**src/hwtf_pkg.sv**
```systemverilog
// Shared types and constants for the HRV window time-domain feature block.
package hwtf_pkg;

   typedef struct packed {
      logic        cmd;
      logic [11:0] rr_ms;
   } req_type;

   typedef struct packed {
      logic [19:0] window_number;
      logic [31:0] last_beat_time_ms;
      logic [11:0] beat_count;
      logic [22:0] heart_rate_centibpm;
      logic [18:0] rmssd_centims;
      logic [18:0] sdnn_centims;
      logic        overflow;
   } rsp_type;

   typedef enum logic [1:0] {
      ALU_MUL,
      ALU_DIV,
      ALU_SQRT
   } alu_op_type;

   typedef enum logic [4:0] {
      ST_IDLE,
      ST_FL_DIV,
      ST_KEEP_LO,
      ST_KEEP_HI,
      ST_IDX_DIV,
      ST_HR_MUL,
      ST_HR_DIV,
      ST_RM_MUL,
      ST_RM_DIV,
      ST_RM_SQRT,
      ST_SD_NQ,
      ST_SD_SQ,
      ST_SD_NN,
      ST_SD_DIV1,
      ST_SD_MULR,
      ST_SD_DIV2,
      ST_SD_MULQ,
      ST_SD_SQRT,
      ST_EMIT,
      ST_UPD_DIFF,
      ST_UPD_SQ
   } state_type;

   localparam logic        CMD_BEAT  = 1'b0;
   localparam logic        CMD_FLUSH = 1'b1;
   localparam logic        CSR_TOL   = 1'b0;
   localparam logic        CSR_WIN   = 1'b1;

   localparam logic [9:0]  TOL_RESET = 10'd50;
   localparam logic [11:0] WIN_RESET = 12'd120;
   localparam logic [9:0]  MS_PER_S  = 10'd1000;
   localparam logic [10:0] TOL_FULL  = 11'd1000;
   localparam logic [22:0] HR_MAX    = 23'd6000000;
   localparam logic [23:0] HR_SCALE  = 24'd12000000;
   localparam logic [15:0] SD_SCALE  = 16'd40000;

   localparam logic [6:0]  LEN_RR    = 7'd12;
   localparam logic [6:0]  LEN_TLO   = 7'd10;
   localparam logic [6:0]  LEN_THI   = 7'd11;
   localparam logic [6:0]  LEN_TIME  = 7'd32;
   localparam logic [6:0]  LEN_SCALE = 7'd16;
   localparam logic [6:0]  LEN_SQRT  = 7'd32;

endpackage

```
**src/hwtf_alu.sv**
```systemverilog
// Shared iterative unit: shift-add multiply, restoring divide, digit-by-digit square root.
module hwtf_alu (
   input  logic                   clock,
   input  logic                   reset,
   input  logic                   start,
   input  hwtf_pkg::alu_op_type   op,
   input  logic [63:0]            a,
   input  logic [63:0]            b,
   input  logic [6:0]             len,
   output logic                   done,
   output logic [63:0]            res_q,
   output logic [63:0]            res_r
);

   logic                 busy_ff, busy_in;
   logic                 done_ff, done_in;
   logic [6:0]           cnt_ff, cnt_in;
   hwtf_pkg::alu_op_type op_ff, op_in;
   logic [63:0]          acc_ff, acc_in;
   logic [63:0]          aux_ff, aux_in;
   logic [63:0]          quo_ff, quo_in;
   logic [64:0]          rem_ff, rem_in;
   logic [64:0]          div_sh, div_diff;
   logic [64:0]          sq_sh, sq_trial, sq_diff;

   always_comb begin
      busy_in  = busy_ff;
      done_in  = 1'b0;
      cnt_in   = cnt_ff;
      op_in    = op_ff;
      acc_in   = acc_ff;
      aux_in   = aux_ff;
      quo_in   = quo_ff;
      rem_in   = rem_ff;
      div_sh   = {rem_ff[63:0], quo_ff[63]};
      div_diff = div_sh - {1'b0, aux_ff};
      sq_sh    = {rem_ff[62:0], acc_ff[63:62]};
      sq_trial = {1'b0, quo_ff[61:0], 2'b01};
      sq_diff  = sq_sh - sq_trial;
      if (!busy_ff) begin
         if (start) begin
            busy_in = 1'b1;
            cnt_in  = len;
            op_in   = op;
            case (op)
               hwtf_pkg::ALU_DIV: begin
                  rem_in = '0;
                  quo_in = a << (7'd64 - len);
                  aux_in = b;
               end
               hwtf_pkg::ALU_SQRT: begin
                  rem_in = '0;
                  quo_in = '0;
                  acc_in = a;
               end
               default: begin
                  acc_in = '0;
                  aux_in = a;
                  quo_in = b;
               end
            endcase
         end
      end else begin
         cnt_in = cnt_ff - 7'd1;
         if (cnt_ff == 7'd1) begin
            busy_in = 1'b0;
            done_in = 1'b1;
         end
         case (op_ff)
            hwtf_pkg::ALU_DIV: begin
               if (!div_diff[64]) begin
                  rem_in = div_diff;
                  quo_in = {quo_ff[62:0], 1'b1};
               end else begin
                  rem_in = div_sh;
                  quo_in = {quo_ff[62:0], 1'b0};
               end
            end
            hwtf_pkg::ALU_SQRT: begin
               acc_in = {acc_ff[61:0], 2'b00};
               if (sq_sh >= sq_trial) begin
                  rem_in = sq_diff;
                  quo_in = {quo_ff[62:0], 1'b1};
               end else begin
                  rem_in = sq_sh;
                  quo_in = {quo_ff[62:0], 1'b0};
               end
            end
            default: begin
               if (quo_ff[0]) begin
                  acc_in = acc_ff + aux_ff;
               end
               aux_in = {aux_ff[62:0], 1'b0};
               quo_in = {1'b0, quo_ff[63:1]};
            end
         endcase
      end
   end

   always_ff @(posedge clock) begin
      if (reset) begin
         busy_ff <= 1'b0;
         done_ff <= 1'b0;
         cnt_ff  <= '0;
         op_ff   <= hwtf_pkg::ALU_MUL;
      end else begin
         busy_ff <= busy_in;
         done_ff <= done_in;
         cnt_ff  <= cnt_in;
         op_ff   <= op_in;
      end
   end

   always_ff @(posedge clock) begin
      acc_ff <= acc_in;
      aux_ff <= aux_in;
      quo_ff <= quo_in;
      rem_ff <= rem_in;
   end

   assign done  = done_ff;
   assign res_q = (op_ff == hwtf_pkg::ALU_MUL) ? acc_ff : quo_ff;
   assign res_r = rem_ff[63:0];

endmodule

```
**src/hrv_window_time_features.sv**
```systemverilog
// Top level: beat filter, window tracking and feature sequencer around the shared unit.
//
//   channel | ports                        | direction | moves
//   req     | req_valid/req_ready/req_data | in        | beat or end-of-record command
//   rsp     | rsp_valid/rsp_ready/rsp_data | out       | features of one closed window
//   csr     | csr_we/csr_index/csr_wdata   | in        | tolerance, window length
//
// One item at a time; each step runs the shared unit with its own bit length.
// Synchronous reset clears all record state; csr registers return to 50 and 120.
// A finished window waits in the rsp register; the block stalls only when a second
// window closes before the first is taken.
module hrv_window_time_features #(
   parameter int MAX_WINDOW_BEATS = 4095
) (
   input  logic              clock,
   input  logic              reset,
   input  logic              req_valid,
   output logic              req_ready,
   input  hwtf_pkg::req_type req_data,
   output logic              rsp_valid,
   input  logic              rsp_ready,
   output hwtf_pkg::rsp_type rsp_data,
   input  logic              csr_we,
   input  logic              csr_index,
   input  logic [11:0]       csr_wdata
);

   localparam int BEAT_W = $clog2(MAX_WINDOW_BEATS + 1);
   localparam int SUM_W  = 12 + BEAT_W;
   localparam int SQ_W   = 24 + BEAT_W;
   localparam int NN_W   = 2 * BEAT_W;
   localparam logic [6:0] LEN_N   = 7'(BEAT_W);
   localparam logic [6:0] LEN_SUM = 7'(SUM_W);
   localparam logic [6:0] LEN_HR  = 7'(24 + BEAT_W);
   localparam logic [6:0] LEN_RM  = 7'(40 + BEAT_W);
   localparam logic [6:0] LEN_D1  = 7'(24 + 2 * BEAT_W);
   localparam logic [6:0] LEN_D2  = 7'(16 + 2 * BEAT_W);
   localparam logic [BEAT_W-1:0] BEAT_MAX = BEAT_W'(MAX_WINDOW_BEATS);

   hwtf_pkg::state_type state_ff, state_in;
   logic              issued_ff, issued_in;
   logic              flush_ff, flush_in;
   logic [11:0]       rr_ff, rr_in;
   logic [31:0]       t_ff, t_in;
   logic [19:0]       idx_ff, idx_in;
   logic              lo_ok_ff, lo_ok_in;
   logic [63:0]       tmp_ff, tmp_in;
   logic [63:0]       q_ff, q_in;
   logic [NN_W-1:0]   nn_ff, nn_in;
   logic [22:0]       hr_ff, hr_in;
   logic [18:0]       rm_ff, rm_in;
   logic [18:0]       sd_ff, sd_in;

   logic              have_ff, have_in;
   logic [11:0]       prev_ff, prev_in;
   logic [31:0]       elapsed_ff, elapsed_in;
   logic [19:0]       open_ff, open_in;
   logic [BEAT_W-1:0] beats_ff, beats_in;
   logic [SUM_W-1:0]  sum_ff, sum_in;
   logic [SQ_W-1:0]   sq_ff, sq_in;
   logic [SQ_W-1:0]   dsq_ff, dsq_in;
   logic [11:0]       pwr_ff, pwr_in;
   logic              ovf_ff, ovf_in;
   logic [9:0]        tol_ff, tol_in;
   logic [11:0]       ws_ff, ws_in;

   logic              rsp_valid_ff, rsp_valid_in;
   hwtf_pkg::rsp_type rsp_data_ff, rsp_data_in;

   logic                 alu_start;
   hwtf_pkg::alu_op_type alu_op;
   logic [63:0]          alu_a, alu_b;
   logic [6:0]           alu_len;
   logic                 alu_done;
   logic [63:0]          alu_q, alu_r;

   logic [21:0] wms;
   logic [21:0] lhs;
   logic [11:0] diff;
   logic        clear_win, clear_rec;

   hwtf_alu u_alu (
      .clock (clock),
      .reset (reset),
      .start (alu_start),
      .op    (alu_op),
      .a     (alu_a),
      .b     (alu_b),
      .len   (alu_len),
      .done  (alu_done),
      .res_q (alu_q),
      .res_r (alu_r)
   );

   assign wms  = 22'((ws_ff == 12'd0) ? 12'd1 : ws_ff) * 22'(hwtf_pkg::MS_PER_S);
   assign lhs  = 22'(rr_ff) * 22'(hwtf_pkg::MS_PER_S);
   assign diff = (rr_ff > pwr_ff) ? (rr_ff - pwr_ff) : (pwr_ff - rr_ff);

   always_comb begin
      state_in     = state_ff;
      issued_in    = issued_ff;
      flush_in     = flush_ff;
      rr_in        = rr_ff;
      t_in         = t_ff;
      idx_in       = idx_ff;
      lo_ok_in     = lo_ok_ff;
      tmp_in       = tmp_ff;
      q_in         = q_ff;
      nn_in        = nn_ff;
      hr_in        = hr_ff;
      rm_in        = rm_ff;
      sd_in        = sd_ff;
      have_in      = have_ff;
      prev_in      = prev_ff;
      elapsed_in   = elapsed_ff;
      open_in      = open_ff;
      beats_in     = beats_ff;
      sum_in       = sum_ff;
      sq_in        = sq_ff;
      dsq_in       = dsq_ff;
      pwr_in       = pwr_ff;
      ovf_in       = ovf_ff;
      tol_in       = tol_ff;
      ws_in        = ws_ff;
      rsp_valid_in = rsp_valid_ff;
      rsp_data_in  = rsp_data_ff;
      alu_start    = 1'b0;
      alu_op       = hwtf_pkg::ALU_MUL;
      alu_a        = '0;
      alu_b        = '0;
      alu_len      = '0;
      clear_win    = 1'b0;
      clear_rec    = 1'b0;
      req_ready    = 1'b0;

      if (rsp_valid_ff && rsp_ready) begin
         rsp_valid_in = 1'b0;
      end

      if (csr_we) begin
         case (csr_index)
            hwtf_pkg::CSR_TOL: tol_in = csr_wdata[9:0];
            hwtf_pkg::CSR_WIN: ws_in  = csr_wdata;
            default: ;
         endcase
      end

      case (state_ff)
         hwtf_pkg::ST_IDLE: begin
            req_ready = 1'b1;
            if (req_valid) begin
               flush_in = req_data.cmd;
               rr_in    = req_data.rr_ms;
               t_in     = elapsed_ff + 32'(req_data.rr_ms);
               if (req_data.cmd == hwtf_pkg::CMD_FLUSH) begin
                  if (beats_ff != '0) begin
                     state_in = hwtf_pkg::ST_FL_DIV;
                  end else begin
                     clear_rec = 1'b1;
                  end
               end else if (!have_ff) begin
                  have_in  = 1'b1;
                  prev_in  = req_data.rr_ms;
                  state_in = hwtf_pkg::ST_IDX_DIV;
               end else begin
                  state_in = hwtf_pkg::ST_KEEP_LO;
               end
            end
         end
         hwtf_pkg::ST_FL_DIV: begin
            alu_op  = hwtf_pkg::ALU_DIV;
            alu_a   = 64'(elapsed_ff);
            alu_b   = 64'(wms);
            alu_len = hwtf_pkg::LEN_TIME;
            if (!issued_ff) begin
               alu_start = 1'b1;
               issued_in = 1'b1;
            end else if (alu_done) begin
               issued_in = 1'b0;
               if ({alu_r[21:0], 1'b0} >= {1'b0, wms}) begin
                  state_in = hwtf_pkg::ST_HR_MUL;
               end else begin
                  clear_rec = 1'b1;
                  state_in  = hwtf_pkg::ST_IDLE;
               end
            end
         end
         hwtf_pkg::ST_KEEP_LO: begin
            alu_op  = hwtf_pkg::ALU_MUL;
            alu_a   = 64'(prev_ff);
            alu_b   = 64'(hwtf_pkg::TOL_FULL - 11'(tol_ff));
            alu_len = hwtf_pkg::LEN_TLO;
            if (11'(tol_ff) > hwtf_pkg::TOL_FULL) begin
               lo_ok_in = 1'b1;
               state_in = hwtf_pkg::ST_KEEP_HI;
            end else if (!issued_ff) begin
               alu_start = 1'b1;
               issued_in = 1'b1;
            end else if (alu_done) begin
               issued_in = 1'b0;
               lo_ok_in  = (alu_q[21:0] < lhs);
               state_in  = hwtf_pkg::ST_KEEP_HI;
            end
         end
         hwtf_pkg::ST_KEEP_HI: begin
            alu_op  = hwtf_pkg::ALU_MUL;
            alu_a   = 64'(prev_ff);
            alu_b   = 64'(hwtf_pkg::TOL_FULL + 11'(tol_ff));
            alu_len = hwtf_pkg::LEN_THI;
            if (!issued_ff) begin
               alu_start = 1'b1;
               issued_in = 1'b1;
            end else if (alu_done) begin
               issued_in = 1'b0;
               prev_in   = rr_ff;
               if (lo_ok_ff && ({1'b0, lhs} < alu_q[22:0])) begin
                  state_in = hwtf_pkg::ST_IDX_DIV;
               end else begin
                  state_in = hwtf_pkg::ST_IDLE;
               end
            end
         end
         hwtf_pkg::ST_IDX_DIV: begin
            alu_op  = hwtf_pkg::ALU_DIV;
            alu_a   = 64'(t_ff);
            alu_b   = 64'(wms);
            alu_len = hwtf_pkg::LEN_TIME;
            if (!issued_ff) begin
               alu_start = 1'b1;
               issued_in = 1'b1;
            end else if (alu_done) begin
               issued_in = 1'b0;
               idx_in    = alu_q[19:0];
               if (beats_ff != '0 && alu_q[19:0] != open_ff) begin
                  state_in = hwtf_pkg::ST_HR_MUL;
               end else begin
                  state_in = hwtf_pkg::ST_UPD_DIFF;
               end
            end
         end
         hwtf_pkg::ST_HR_MUL: begin
            alu_op  = hwtf_pkg::ALU_MUL;
            alu_a   = 64'(hwtf_pkg::HR_SCALE);
            alu_b   = 64'(beats_ff);
            alu_len = LEN_N;
            if (sum_ff == '0) begin
               hr_in    = hwtf_pkg::HR_MAX;
               state_in = hwtf_pkg::ST_RM_MUL;
            end else if (!issued_ff) begin
               alu_start = 1'b1;
               issued_in = 1'b1;
            end else if (alu_done) begin
               issued_in = 1'b0;
               tmp_in    = alu_q + 64'(sum_ff);
               state_in  = hwtf_pkg::ST_HR_DIV;
            end
         end
         hwtf_pkg::ST_HR_DIV: begin
            alu_op  = hwtf_pkg::ALU_DIV;
            alu_a   = tmp_ff;
            alu_b   = 64'({sum_ff, 1'b0});
            alu_len = LEN_HR;
            if (!issued_ff) begin
               alu_start = 1'b1;
               issued_in = 1'b1;
            end else if (alu_done) begin
               issued_in = 1'b0;
               hr_in     = (alu_q > 64'(hwtf_pkg::HR_MAX)) ? hwtf_pkg::HR_MAX : alu_q[22:0];
               state_in  = hwtf_pkg::ST_RM_MUL;
            end
         end
         hwtf_pkg::ST_RM_MUL: begin
            alu_op  = hwtf_pkg::ALU_MUL;
            alu_a   = 64'(dsq_ff);
            alu_b   = 64'(hwtf_pkg::SD_SCALE);
            alu_len = hwtf_pkg::LEN_SCALE;
            if (beats_ff <= BEAT_W'(1)) begin
               rm_in    = '0;
               state_in = hwtf_pkg::ST_SD_NQ;
            end else if (!issued_ff) begin
               alu_start = 1'b1;
               issued_in = 1'b1;
            end else if (alu_done) begin
               issued_in = 1'b0;
               tmp_in    = alu_q;
               state_in  = hwtf_pkg::ST_RM_DIV;
            end
         end
         hwtf_pkg::ST_RM_DIV: begin
            alu_op  = hwtf_pkg::ALU_DIV;
            alu_a   = tmp_ff;
            alu_b   = 64'(beats_ff - BEAT_W'(1));
            alu_len = LEN_RM;
            if (!issued_ff) begin
               alu_start = 1'b1;
               issued_in = 1'b1;
            end else if (alu_done) begin
               issued_in = 1'b0;
               tmp_in    = alu_q;
               state_in  = hwtf_pkg::ST_RM_SQRT;
            end
         end
         hwtf_pkg::ST_RM_SQRT: begin
            alu_op  = hwtf_pkg::ALU_SQRT;
            alu_a   = tmp_ff;
            alu_len = hwtf_pkg::LEN_SQRT;
            if (!issued_ff) begin
               alu_start = 1'b1;
               issued_in = 1'b1;
            end else if (alu_done) begin
               issued_in = 1'b0;
               rm_in     = 19'((alu_q[32:0] + 33'd1) >> 1);
               state_in  = hwtf_pkg::ST_SD_NQ;
            end
         end
         hwtf_pkg::ST_SD_NQ: begin
            alu_op  = hwtf_pkg::ALU_MUL;
            alu_a   = 64'(sq_ff);
            alu_b   = 64'(beats_ff);
            alu_len = LEN_N;
            if (!issued_ff) begin
               alu_start = 1'b1;
               issued_in = 1'b1;
            end else if (alu_done) begin
               issued_in = 1'b0;
               tmp_in    = alu_q;
               state_in  = hwtf_pkg::ST_SD_SQ;
            end
         end
         hwtf_pkg::ST_SD_SQ: begin
            alu_op  = hwtf_pkg::ALU_MUL;
            alu_a   = 64'(sum_ff);
            alu_b   = 64'(sum_ff);
            alu_len = LEN_SUM;
            if (!issued_ff) begin
               alu_start = 1'b1;
               issued_in = 1'b1;
            end else if (alu_done) begin
               issued_in = 1'b0;
               tmp_in    = (tmp_ff > alu_q) ? (tmp_ff - alu_q) : 64'd0;
               state_in  = hwtf_pkg::ST_SD_NN;
            end
         end
         hwtf_pkg::ST_SD_NN: begin
            alu_op  = hwtf_pkg::ALU_MUL;
            alu_a   = 64'(beats_ff);
            alu_b   = 64'(beats_ff);
            alu_len = LEN_N;
            if (!issued_ff) begin
               alu_start = 1'b1;
               issued_in = 1'b1;
            end else if (alu_done) begin
               issued_in = 1'b0;
               nn_in     = alu_q[NN_W-1:0];
               state_in  = hwtf_pkg::ST_SD_DIV1;
            end
         end
         hwtf_pkg::ST_SD_DIV1: begin
            alu_op  = hwtf_pkg::ALU_DIV;
            alu_a   = tmp_ff;
            alu_b   = 64'(nn_ff);
            alu_len = LEN_D1;
            if (!issued_ff) begin
               alu_start = 1'b1;
               issued_in = 1'b1;
            end else if (alu_done) begin
               issued_in = 1'b0;
               q_in      = alu_q;
               tmp_in    = alu_r;
               state_in  = hwtf_pkg::ST_SD_MULR;
            end
         end
         hwtf_pkg::ST_SD_MULR: begin
            alu_op  = hwtf_pkg::ALU_MUL;
            alu_a   = tmp_ff;
            alu_b   = 64'(hwtf_pkg::SD_SCALE);
            alu_len = hwtf_pkg::LEN_SCALE;
            if (!issued_ff) begin
               alu_start = 1'b1;
               issued_in = 1'b1;
            end else if (alu_done) begin
               issued_in = 1'b0;
               tmp_in    = alu_q;
               state_in  = hwtf_pkg::ST_SD_DIV2;
            end
         end
         hwtf_pkg::ST_SD_DIV2: begin
            alu_op  = hwtf_pkg::ALU_DIV;
            alu_a   = tmp_ff;
            alu_b   = 64'(nn_ff);
            alu_len = LEN_D2;
            if (!issued_ff) begin
               alu_start = 1'b1;
               issued_in = 1'b1;
            end else if (alu_done) begin
               issued_in = 1'b0;
               tmp_in    = alu_q;
               state_in  = hwtf_pkg::ST_SD_MULQ;
            end
         end
         hwtf_pkg::ST_SD_MULQ: begin
            alu_op  = hwtf_pkg::ALU_MUL;
            alu_a   = q_ff;
            alu_b   = 64'(hwtf_pkg::SD_SCALE);
            alu_len = hwtf_pkg::LEN_SCALE;
            if (!issued_ff) begin
               alu_start = 1'b1;
               issued_in = 1'b1;
            end else if (alu_done) begin
               issued_in = 1'b0;
               tmp_in    = tmp_ff + alu_q;
               state_in  = hwtf_pkg::ST_SD_SQRT;
            end
         end
         hwtf_pkg::ST_SD_SQRT: begin
            alu_op  = hwtf_pkg::ALU_SQRT;
            alu_a   = tmp_ff;
            alu_len = hwtf_pkg::LEN_SQRT;
            if (!issued_ff) begin
               alu_start = 1'b1;
               issued_in = 1'b1;
            end else if (alu_done) begin
               issued_in = 1'b0;
               sd_in     = 19'((alu_q[32:0] + 33'd1) >> 1);
               state_in  = hwtf_pkg::ST_EMIT;
            end
         end
         hwtf_pkg::ST_EMIT: begin
            if (!rsp_valid_ff || rsp_ready) begin
               rsp_valid_in                    = 1'b1;
               rsp_data_in.window_number       = open_ff;
               rsp_data_in.last_beat_time_ms   = elapsed_ff;
               rsp_data_in.beat_count          = 12'(beats_ff);
               rsp_data_in.heart_rate_centibpm = hr_ff;
               rsp_data_in.rmssd_centims       = rm_ff;
               rsp_data_in.sdnn_centims        = sd_ff;
               rsp_data_in.overflow            = ovf_ff;
               if (flush_ff) begin
                  clear_rec = 1'b1;
                  state_in  = hwtf_pkg::ST_IDLE;
               end else begin
                  clear_win = 1'b1;
                  state_in  = hwtf_pkg::ST_UPD_DIFF;
               end
            end
         end
         hwtf_pkg::ST_UPD_DIFF: begin
            alu_op  = hwtf_pkg::ALU_MUL;
            alu_a   = 64'(diff);
            alu_b   = 64'(diff);
            alu_len = hwtf_pkg::LEN_RR;
            if (beats_ff >= BEAT_MAX) begin
               ovf_in     = 1'b1;
               open_in    = idx_ff;
               elapsed_in = t_ff;
               state_in   = hwtf_pkg::ST_IDLE;
            end else if (beats_ff == '0) begin
               state_in = hwtf_pkg::ST_UPD_SQ;
            end else if (!issued_ff) begin
               alu_start = 1'b1;
               issued_in = 1'b1;
            end else if (alu_done) begin
               issued_in = 1'b0;
               dsq_in    = dsq_ff + alu_q[SQ_W-1:0];
               state_in  = hwtf_pkg::ST_UPD_SQ;
            end
         end
         hwtf_pkg::ST_UPD_SQ: begin
            alu_op  = hwtf_pkg::ALU_MUL;
            alu_a   = 64'(rr_ff);
            alu_b   = 64'(rr_ff);
            alu_len = hwtf_pkg::LEN_RR;
            if (!issued_ff) begin
               alu_start = 1'b1;
               issued_in = 1'b1;
            end else if (alu_done) begin
               issued_in  = 1'b0;
               sq_in      = sq_ff + alu_q[SQ_W-1:0];
               sum_in     = sum_ff + SUM_W'(rr_ff);
               pwr_in     = rr_ff;
               beats_in   = beats_ff + BEAT_W'(1);
               open_in    = idx_ff;
               elapsed_in = t_ff;
               state_in   = hwtf_pkg::ST_IDLE;
            end
         end
         default: begin
            state_in = hwtf_pkg::ST_IDLE;
         end
      endcase

      if (clear_win || clear_rec) begin
         beats_in = '0;
         sum_in   = '0;
         sq_in    = '0;
         dsq_in   = '0;
         pwr_in   = '0;
         ovf_in   = 1'b0;
      end
      if (clear_rec) begin
         have_in    = 1'b0;
         prev_in    = '0;
         elapsed_in = '0;
         open_in    = '0;
      end
   end

   always_ff @(posedge clock) begin
      if (reset) begin
         state_ff     <= hwtf_pkg::ST_IDLE;
         issued_ff    <= 1'b0;
         have_ff      <= 1'b0;
         prev_ff      <= '0;
         elapsed_ff   <= '0;
         open_ff      <= '0;
         beats_ff     <= '0;
         sum_ff       <= '0;
         sq_ff        <= '0;
         dsq_ff       <= '0;
         pwr_ff       <= '0;
         ovf_ff       <= 1'b0;
         tol_ff       <= hwtf_pkg::TOL_RESET;
         ws_ff        <= hwtf_pkg::WIN_RESET;
         rsp_valid_ff <= 1'b0;
      end else begin
         state_ff     <= state_in;
         issued_ff    <= issued_in;
         have_ff      <= have_in;
         prev_ff      <= prev_in;
         elapsed_ff   <= elapsed_in;
         open_ff      <= open_in;
         beats_ff     <= beats_in;
         sum_ff       <= sum_in;
         sq_ff        <= sq_in;
         dsq_ff       <= dsq_in;
         pwr_ff       <= pwr_in;
         ovf_ff       <= ovf_in;
         tol_ff       <= tol_in;
         ws_ff        <= ws_in;
         rsp_valid_ff <= rsp_valid_in;
      end
   end

   always_ff @(posedge clock) begin
      flush_ff    <= flush_in;
      rr_ff       <= rr_in;
      t_ff        <= t_in;
      idx_ff      <= idx_in;
      lo_ok_ff    <= lo_ok_in;
      tmp_ff      <= tmp_in;
      q_ff        <= q_in;
      nn_ff       <= nn_in;
      hr_ff       <= hr_in;
      rm_ff       <= rm_in;
      sd_ff       <= sd_in;
      rsp_data_ff <= rsp_data_in;
   end

   assign rsp_valid = rsp_valid_ff;
   assign rsp_data  = rsp_data_ff;

endmodule

```
**config.mk**
```make
export PLATFORM = sky130hd
export DESIGN_NAME = hrv_window_time_features
export DESIGN_NICKNAME = d
export VERILOG_FILES = /design/src/hwtf_pkg.sv /design/src/hwtf_alu.sv /design/src/hrv_window_time_features.sv
export SDC_FILE = /design/constraint.sdc
export NUM_CORES = 2
export LEC_CHECK = 0
export BUFFER_PORTS_ARGS = -buffer_cell sky130_fd_sc_hd__buf_4
export CAP_MARGIN = 20
export CORE_ASPECT_RATIO = 0.8
export CORE_MARGIN = 1
export CORE_UTILIZATION = 30
export DETAILED_ROUTE_END_ITERATION = 7
export GPL_TIMING_DRIVEN = 0
export PLACE_DENSITY_LB_ADDON = 0.25
export SLEW_MARGIN = 30
export SYNTH_ARGS = -nofsm -noshare
export SYNTH_HDL_FRONTEND = slang
export SYNTH_HIERARCHICAL = 1
export SYNTH_SLANG_ARGS = --single-unit
```
**constraint.sdc**
```tcl
create_clock -name clock -period 9.71 [get_ports clock]
set_input_delay 1.942 -clock clock [delete_from_list [all_inputs] [get_ports clock]]
set_output_delay 1.942 -clock clock [all_outputs]
set_load 0.01 [all_outputs]
```
; Word-level counts from Yosys, hierarchy flattened
; Index checks and enable logic that the tools add are counted.
[word_totals]
register_bits = 887
wordCells = 383
[op_classes]
add_sub_neg = 19
n_mul = 2
order_cmp = 10
eq_ne = 85
n_shift = 1
n_mux = 157
n_bitwise = 5
reduce_logical = 63
[op_table]
columns = cell, count
row1 = $mux W64, 27
row2 = $pmux W64 S12, 1
row3 = $pmux W64 S2, 6
row4 = $pmux W64 S11, 1
row5 = $pmux W64 S6, 1
row6 = $mux W5, 49
row7 = $add A64 B64 Y64, 2
row8 = $sub A64 B64 Y64, 2
row9 = $pmux W5 S21, 1
row10 = $mux W32, 3
row11 = $mux W23, 4
row12 = $mux W12, 7
row13 = $add A36 B36 Y36, 2
row14 = $ge A65 B64 Y1, 1
row15 = $sub A65 B64 Y65, 1
row16 = $add A64 B24 Y64, 1
row17 = $gt A64 B23 Y1 const B, 1
row18 = $gt A64 B64 Y1, 1
row19 = $pmux W32 S2, 1
row20 = $shl A64 B7 Y64, 1
row21 = $mux W20, 3
row22 = $ne A2 B2 Y1 const B, 30
row23 = $pmux W6 S10, 1
row24 = $mux W19, 3
row25 = other kinds (68), 192

; Longest topological paths before layout
[depth]
depth_word = 10
ltp_mapped = 35

; By module
; The synthesis kept the hierarchy.
[by_module_without_submodules]
columns = module, instances, cells_per_inst, area_each_um2, seq_area_each_um2
row1 = hrv_window_time_features, 1, 4885, 44659.1, 16465.8
row2 = hwtf_alu, 1, 3675, 29338.1, 7907.6

; Least setup slack after synthesis
; No wires, ideal clock.
[synth_timing]
kind = input-to-reg
start = in rsp_ready
end = reg beats_ff[11]
arrival_ns = 8.783
required_ns = 9.582
path_slack_ns = 0.800
stages = 10
cell_sequence = nor2b_1 nor2_1 a21oi_1 o21ai_0 a31o_2 or2_2 buf_2 clkbuf_1 clkbuf_1 nor2_1
[synth_via]
elab_chain_len = 5
word_cells_on_any_way = 7
cone_classes = mux (4) / reduce/logical (3)
[synth_lines]
columns = item, line_no
row1 = "start, declared", hrv_window_time_features.sv:21  ; input logic rsp_ready,
row2 = $logic_or A1 B1 Y1 (*), hrv_window_time_features.sv:429  ; if (!rsp_valid_ff || rsp_ready) begin
row3 = $mux W1, hrv_window_time_features.sv:429
row4 = $pmux W1 S3 / $mux W1 (equally long branches), hrv_window_time_features.sv:148  ; case (state_ff)
row5 = $logic_or A1 B1 Y1 (*), hrv_window_time_features.sv:492  ; if (clear_win || clear_rec) begin
row6 = $reduce_or A2 Y1 (no source line) (*), n/a
row7 = "end signal, assigned", hrv_window_time_features.sv:532  ; beats_ff <= beats_in;
row8 = "end, declared", hrv_window_time_features.sv:58  ; logic [BEAT_W-1:0] beats_ff, beats_in;
; Mark *: on every way between the ends. The rest lies on a longest branch, timed or not.
; A chain may end at the register's enable or synchronous reset.

; Worst setup path in the final report
[layout_timing]
start = reg state_ff[1]
end = reg u_alu.quo_ff[56], data pin
[layout_via]
elab_chain_len = 8
word_cells_on_any_way = 40
cone_classes = add/sub (1) / eq/ne (21) / shift (1) / mux (7) / reduce/logical (10)
[layout_lines]
columns = item, line_no
row1 = "start, declared", hrv_window_time_features.sv:40  ; hwtf_pkg::state_type state_ff, state_in;
row2 = "start signal, assigned", hrv_window_time_features.sv:510  ; state_ff <= hwtf_pkg::ST_IDLE;
row3 = "start signal, assigned", hrv_window_time_features.sv:526  ; state_ff <= state_in;
row4 = "$eq A5 B5 Y1, or another cell as far along", hrv_window_time_features.sv:148
row5 = "$reduce_or A5 Y1 (no source line), or another cell as far along", n/a
row6 = $pmux W6 S10 (*), hrv_window_time_features.sv:148
row7 = net alu_len[0], hrv_window_time_features.sv:73  ; logic [6:0] alu_len;
row8 = $sub A7 B6 Y7 (*), hwtf_alu.sv:48  ; quo_in = a << (7'd64 - len);
row9 = $shl A64 B7 Y64 (*), hwtf_alu.sv:48
row10 = $pmux W64 S2 (*), hwtf_alu.sv:45  ; case (op)
row11 = $mux W64 (*), hwtf_alu.sv:41  ; if (start) begin
row12 = $mux W64 (*), hwtf_alu.sv:40  ; if (!busy_ff) begin
row13 = net u_alu.quo_in[56], hwtf_alu.sv:21  ; logic [63:0] quo_ff, quo_in;
row14 = "end signal, assigned", hwtf_alu.sv:117  ; quo_ff <= quo_in;
row15 = "end, declared", hwtf_alu.sv:21
; The timed path passes the listed nets; every way through them passes the cells marked *. The select of a mux whose other input is x is not followed.

==> results_tabular.tex <==
\begin{tabular}{lr}
\hline
Metric & Value \\
\hline
\multicolumn{2}{l}{\textbf{Status}} \\
\quad Result of the run & complete, but fails checks \\
\quad Failing checks & DRC \\
\multicolumn{2}{l}{\textbf{Timing}} \\
\quad Unrepaired setup endpoints after global routing & no \\
\quad Count of pins over their slew limit & 0 \\
\quad Post-Route Hold Slack & 0.418 ns \\
\quad Setup WS post-layout & 0.0744 ns \\
\quad Max Clock Freq & 0.104 GHz \\
\quad Final count of negative-setup-slack endpoints & 0 \\
\quad Final period util & 99.2\% \\
\quad Number of failing hold endpoints at the final stage & 0 \\
\quad Crit path time final & 9.64 ns \\
\quad Headroom to the max-slew limit & 21.9\% \\
\quad Tightest Pin Transition & 1.16 ns \\
\quad Worst clock skew & 0.0945 ns \\
\multicolumn{2}{l}{\textbf{Global routing}} \\
\quad Total GRT Usage & 28.6\% \\
\quad Number of antenna violations at the first check in global routing & 39 \\
\quad First-pass GRT wire length & 510 mm \\
\quad Grt total ovfl & 0 \\
\quad Largest net degree at the start of global routing & 48 \\
\quad Number of global-route vias before repair & 67,400 \\
\multicolumn{2}{l}{\textbf{Detailed routing}} \\
\quad DRC violation count after routing & 21 \\
\quad Wire length reported by the detailed router & 369 mm \\
\quad DR vias/cell & 5.93 \\
\quad First DRT Iteration DRCs & 11,400 \\
\quad Remaining antenna violation count after routing & 0 \\
\quad Routed wire per std cell & 29.9 um \\
\quad Via count & 73,000 \\
\quad Drt pass-1 iters & 8 \\
\multicolumn{2}{l}{\textbf{Layout}} \\
\quad Final Net Count & 9,645 \\
\quad Utilization of the core after routing & 34.8\% \\
\quad Finished Cell Area & 0.0850 sq mm \\
\quad Fraction of layout cells with a size suffix above 1 & 7.88\% \\
\quad Non-Filler Instances & 12,300 \\
\quad Syn-to-layout area delta & 14.8\% \\
\quad Top library cells by usage in the layout, fill and taps aside & sky130\_fd\_sc\_hd\_\_nand2\_1, sky130\_fd\_sc\_hd\_\_a21oi\_1, sky130\_fd\_sc\_hd\_\_edfxtp\_1 \\
\quad Commonest non-fill, non-tap cell in the layout & sky130\_fd\_sc\_hd\_\_nand2\_1 \\
\multicolumn{2}{l}{\textbf{Power}} \\
\quad Switch Pwr & 20.5 mW \\
\quad Switching part of the total & 55.1\% \\
\quad Leakage power & 33.5 nW \\
\quad Sequential power share & 17.7\% \\
\quad Highest ir drop seen on vdd & 429 uV \\
\quad Portion of total power attributed to combinational logic & 70.8\% \\
\quad Cell-internal power & 16.7 mW \\
\quad Pwr per Cell Area & 438 mW/mm\^{}2 \\
\quad Share of power burned in the clock network & 11.5\% \\
\multicolumn{2}{l}{\textbf{Min path}} \\
\quad Startpoint of the tightest hold check path & rm\_ff[8] \\
\quad Hold WC Path Type & flip-flop to flip-flop \\
\multicolumn{2}{l}{\textbf{Worst setup path}} \\
\quad Startpoint of the most critical register-to-register path & state\_ff[1] \\
\quad Kind of launch point of the worst setup path & flip-flop \\
\quad Peak per-stage delay on the critical path & 0.80 ns \\
\quad Critical path's most frequent cell & sky130\_fd\_sc\_hd\_\_clkbuf\_1 \\
\quad Slowest-stage cell, CP & sky130\_fd\_sc\_hd\_\_clkdlybuf4s15\_1 \\
\quad Worst-path fanout max & 11 \\
\quad R2R Setup Slk & 0.07 ns \\
\quad Endpoint required time on the critical path & 10.23 ns \\
\quad Data arrival, critical path & 10.16 ns \\
\quad Top Family by Delay on Critical Path & buffers and inverters \\
\quad Worst setup path startpoint & state\_ff[1] \\
\quad Cell chain of the critical path & clkbuf\_1 > clkinv\_1 > nor2\_1 > nand3\_2 > inv\_1 > clkdlybuf4s15\_1 > buf\_2 > clkbuf\_1 > clkdlybuf4s15\_1 > inv\_1 > ha\_1 > clkbuf\_1 > clkdlybuf4s15\_1 > clkbuf\_1 > a21oi\_1 > a21oi\_1 > a21oi\_1 > nand2\_1 > o21ai\_0 > a222oi\_1 > o21ai\_0 \\
\quad Buffers plus inverters on the worst setup path & 11 \\
\quad Setup Crit Path Kind & flip-flop to flip-flop \\
\quad CP Capture Type & flip-flop \\
\multicolumn{2}{l}{\textbf{CTS}} \\
\quad Clock insertion delay at the later pin of the skew report & 0.83 ns \\
\quad Number of buffers on the longest clock path & 3 \\
\quad Clock input transition at the sequential cells of the worst setup and hold paths & 0.07 ns \\
\quad Total number of H-tree levels & 3 \\
\quad Setup fix buffers added after clock tree synthesis & 0 \\
\quad Hold-fix buffers at CTS & 0 \\
\quad Sinks on Clock Net & 887 \\
\quad Cell at the root of the clock tree & sky130\_fd\_sc\_hd\_\_clkbuf\_16 \\
\quad Clock tree from TritonCTS & yes \\
\quad Number of buffers created by CTS & 107 \\
\multicolumn{2}{l}{\textbf{Floorplan}} \\
\quad Die area & 0.249 sq mm \\
\quad Placeable Area & 0.244 sq mm \\
\quad Count of pins on the block boundary & 159 \\
\quad Initial standard-cell utilization of the core & 30.3\% \\
\quad Overall die width & 557 um \\
\quad Number of rows created at floorplan & 162 \\
\quad Overall die height & 446 um \\
\multicolumn{2}{l}{\textbf{Logic synthesis}} \\
\quad Synth Instances & 8,560 \\
\quad Proportion of register bits with asynchronous set or reset after synthesis & 0\% \\
\quad Ys Warns & 6 \\
\quad Mean cell area of the mapped netlist & 8.64 sq um \\
\quad Predominant post-synthesis flop cell & sky130\_fd\_sc\_hd\_\_edfxtp\_1 \\
\quad Count of distinct cell types in the synthesized netlist & 99 \\
\quad Number of synthesized flops with an enable pin & 661 \\
\quad Syn Std Cell Area & 0.0740 sq mm \\
\quad Proportion of synthesized chip area in sequential cells & 32.9\% \\
\quad Number of storage elements in the synthesis netlist & 887 \\
\multicolumn{2}{l}{\textbf{Placement}} \\
\quad I/O Buffers & 158 \\
\quad Worst slack at placement & 0.202 ns \\
\quad Post-DP HPWL & 305 mm \\
\quad DP Area & 0.0812 sq mm \\
\quad Number of instances in the placed design & 12,100 \\
\quad Final GP Congestion & 1.04 \\
\multicolumn{2}{l}{\textbf{Job}} \\
\quad Number of max-cap violations & 0 \\
\hline
\end{tabular}
## sequential cells by signal, indices dropped and copies added (netlist names), 20 cells and up
signal / cells
sq_ff: 36
hr_ff: 23
dsq_ff: 36
u_alu/aux_ff: 64
u_alu/acc_ff: 64
nn_ff: 24
tmp_ff: 64
q_ff: 64
sum_ff: 24
open_ff: 20
u_alu/rem_ff: 64
t_ff: 32
rsp_data: 126
elapsed_ff: 32
u_alu/quo_ff: 64
idx_ff: 20
## final cells by class
cell class,count,area (sq um)
buffer,491,1970
tap,3280,4100
clock buffer,134,2860
fill,25400,159000
antenna,14,35.0
inverter,504,1900
clock inverter,66,828
multi-input combinational,6679,46400
sequential,887,24400
timing repair buffer,260,2490
## cells by family (layout without fill, tap and decap cells)
group / after synthesis / in the layout / synth area share [%]
adder cells (fa/ha/maj): 684 / 684 / 12.4
buffers and inverters: 995 / 1455 / 5.13
AND/OR/NAND/NOR: 2522 / 2522 / 15.6
other: 1 / 16 / 0.00507
multiplexers: 277 / 277 / 4.37
AO/OA/AOI/OAI: 2695 / 2695 / 23.6
flip-flops: 887 / 887 / 32.9
XOR/XNOR: 499 / 499 / 5.91
## power groups by stage
stage	registers, mW	clock network (mW)	logic [mW]
after floorplan	5.88	0	16.8
after global placement	6.68	0	24.7
after detailed placement	6.54	0	25.3
after CTS	6.47	4.34	25.5
after global routing	6.59	4.47	28.2
final	6.58	4.29	26.4
## per-layer routing
layer / vias to the layer above / share of wire, % / global-route usage [%] / wire, um
li1: 32400 / - / - / -
met1: 36000 / 46 / 43.2 / 170000
met2: 4104 / 39 / 39.9 / 145000
met3: 474 / 12 / 6.93 / 42800
met4: 6 / 2.9 / 7.62 / 10500
met5: - / 0.011 / 0 / 41
## synth_stat cells, types with 103 or more instances
cell type	instances	share of area, %
sky130_fd_sc_hd__mux2i_1	207	2.8
sky130_fd_sc_hd__ha_1	600	10
sky130_fd_sc_hd__a21o_1	249	2.5
sky130_fd_sc_hd__edfxtp_1	661	27
sky130_fd_sc_hd__dfxtp_1	226	6.1
sky130_fd_sc_hd__a222oi_1	176	2.4
sky130_fd_sc_hd__nand4_1	156	1.3
sky130_fd_sc_hd__o21ai_0	640	4.3
sky130_fd_sc_hd__nand3_1	136	0.92
sky130_fd_sc_hd__a22oi_1	103	1.0
sky130_fd_sc_hd__clkbuf_1	416	2.1
sky130_fd_sc_hd__nor2_1	525	2.7
sky130_fd_sc_hd__nand2_1	1079	5.5
sky130_fd_sc_hd__nor3_1	151	1.0
sky130_fd_sc_hd__inv_1	500	2.5
sky130_fd_sc_hd__a21oi_1	775	5.2
sky130_fd_sc_hd__xnor2_1	309	3.7
sky130_fd_sc_hd__xor2_1	190	2.2
## worst reg2reg max path, cell delays in order (launching register included)
cell and delay, ns:
sky130_fd_sc_hd__dfxtp_1 0.33, sky130_fd_sc_hd__clkbuf_1 0.39, sky130_fd_sc_hd__clkinv_1 0.45, sky130_fd_sc_hd__nor2_1 0.47
sky130_fd_sc_hd__nand3_2 0.47, sky130_fd_sc_hd__inv_1 0.28, sky130_fd_sc_hd__clkdlybuf4s15_1 0.80, sky130_fd_sc_hd__buf_2 0.57
sky130_fd_sc_hd__clkbuf_1 0.59, sky130_fd_sc_hd__clkdlybuf4s15_1 0.77, sky130_fd_sc_hd__inv_1 0.28, sky130_fd_sc_hd__ha_1 0.36
sky130_fd_sc_hd__clkbuf_1 0.29, sky130_fd_sc_hd__clkdlybuf4s15_1 0.73, sky130_fd_sc_hd__clkbuf_1 0.66, sky130_fd_sc_hd__a21oi_1 0.21
sky130_fd_sc_hd__a21oi_1 0.42, sky130_fd_sc_hd__a21oi_1 0.28, sky130_fd_sc_hd__nand2_1 0.14, sky130_fd_sc_hd__o21ai_0 0.25
sky130_fd_sc_hd__a222oi_1 0.43, sky130_fd_sc_hd__o21ai_0 0.14
## worst paths after layout
path	endpoint	cells after the start
hold reg to reg	rsp_data[28]	0
setup reg to reg	u_alu/quo_ff[56]	21
setup / recovery	u_alu/quo_ff[56]	21
hold / removal	rsp_data[28]	0
## metrics by stage
stage	setup TNS [ns]	power, mW
after floorplan	0	22.7
after global placement	-1511.68	31.3
after detailed placement	0	31.8
after CTS	0	36.3
after global routing	0	39.2
final	0	37.2
## timing repair
| action | 4_1_cts | 5_1_grt |
|---|---|---|
| setup endpoints to repair | 0 | 101 |
| gates resized for setup | 0 | 18 |
| hold endpoints to repair | 0 | 0 |
Power figures use the tool's default switching activity.
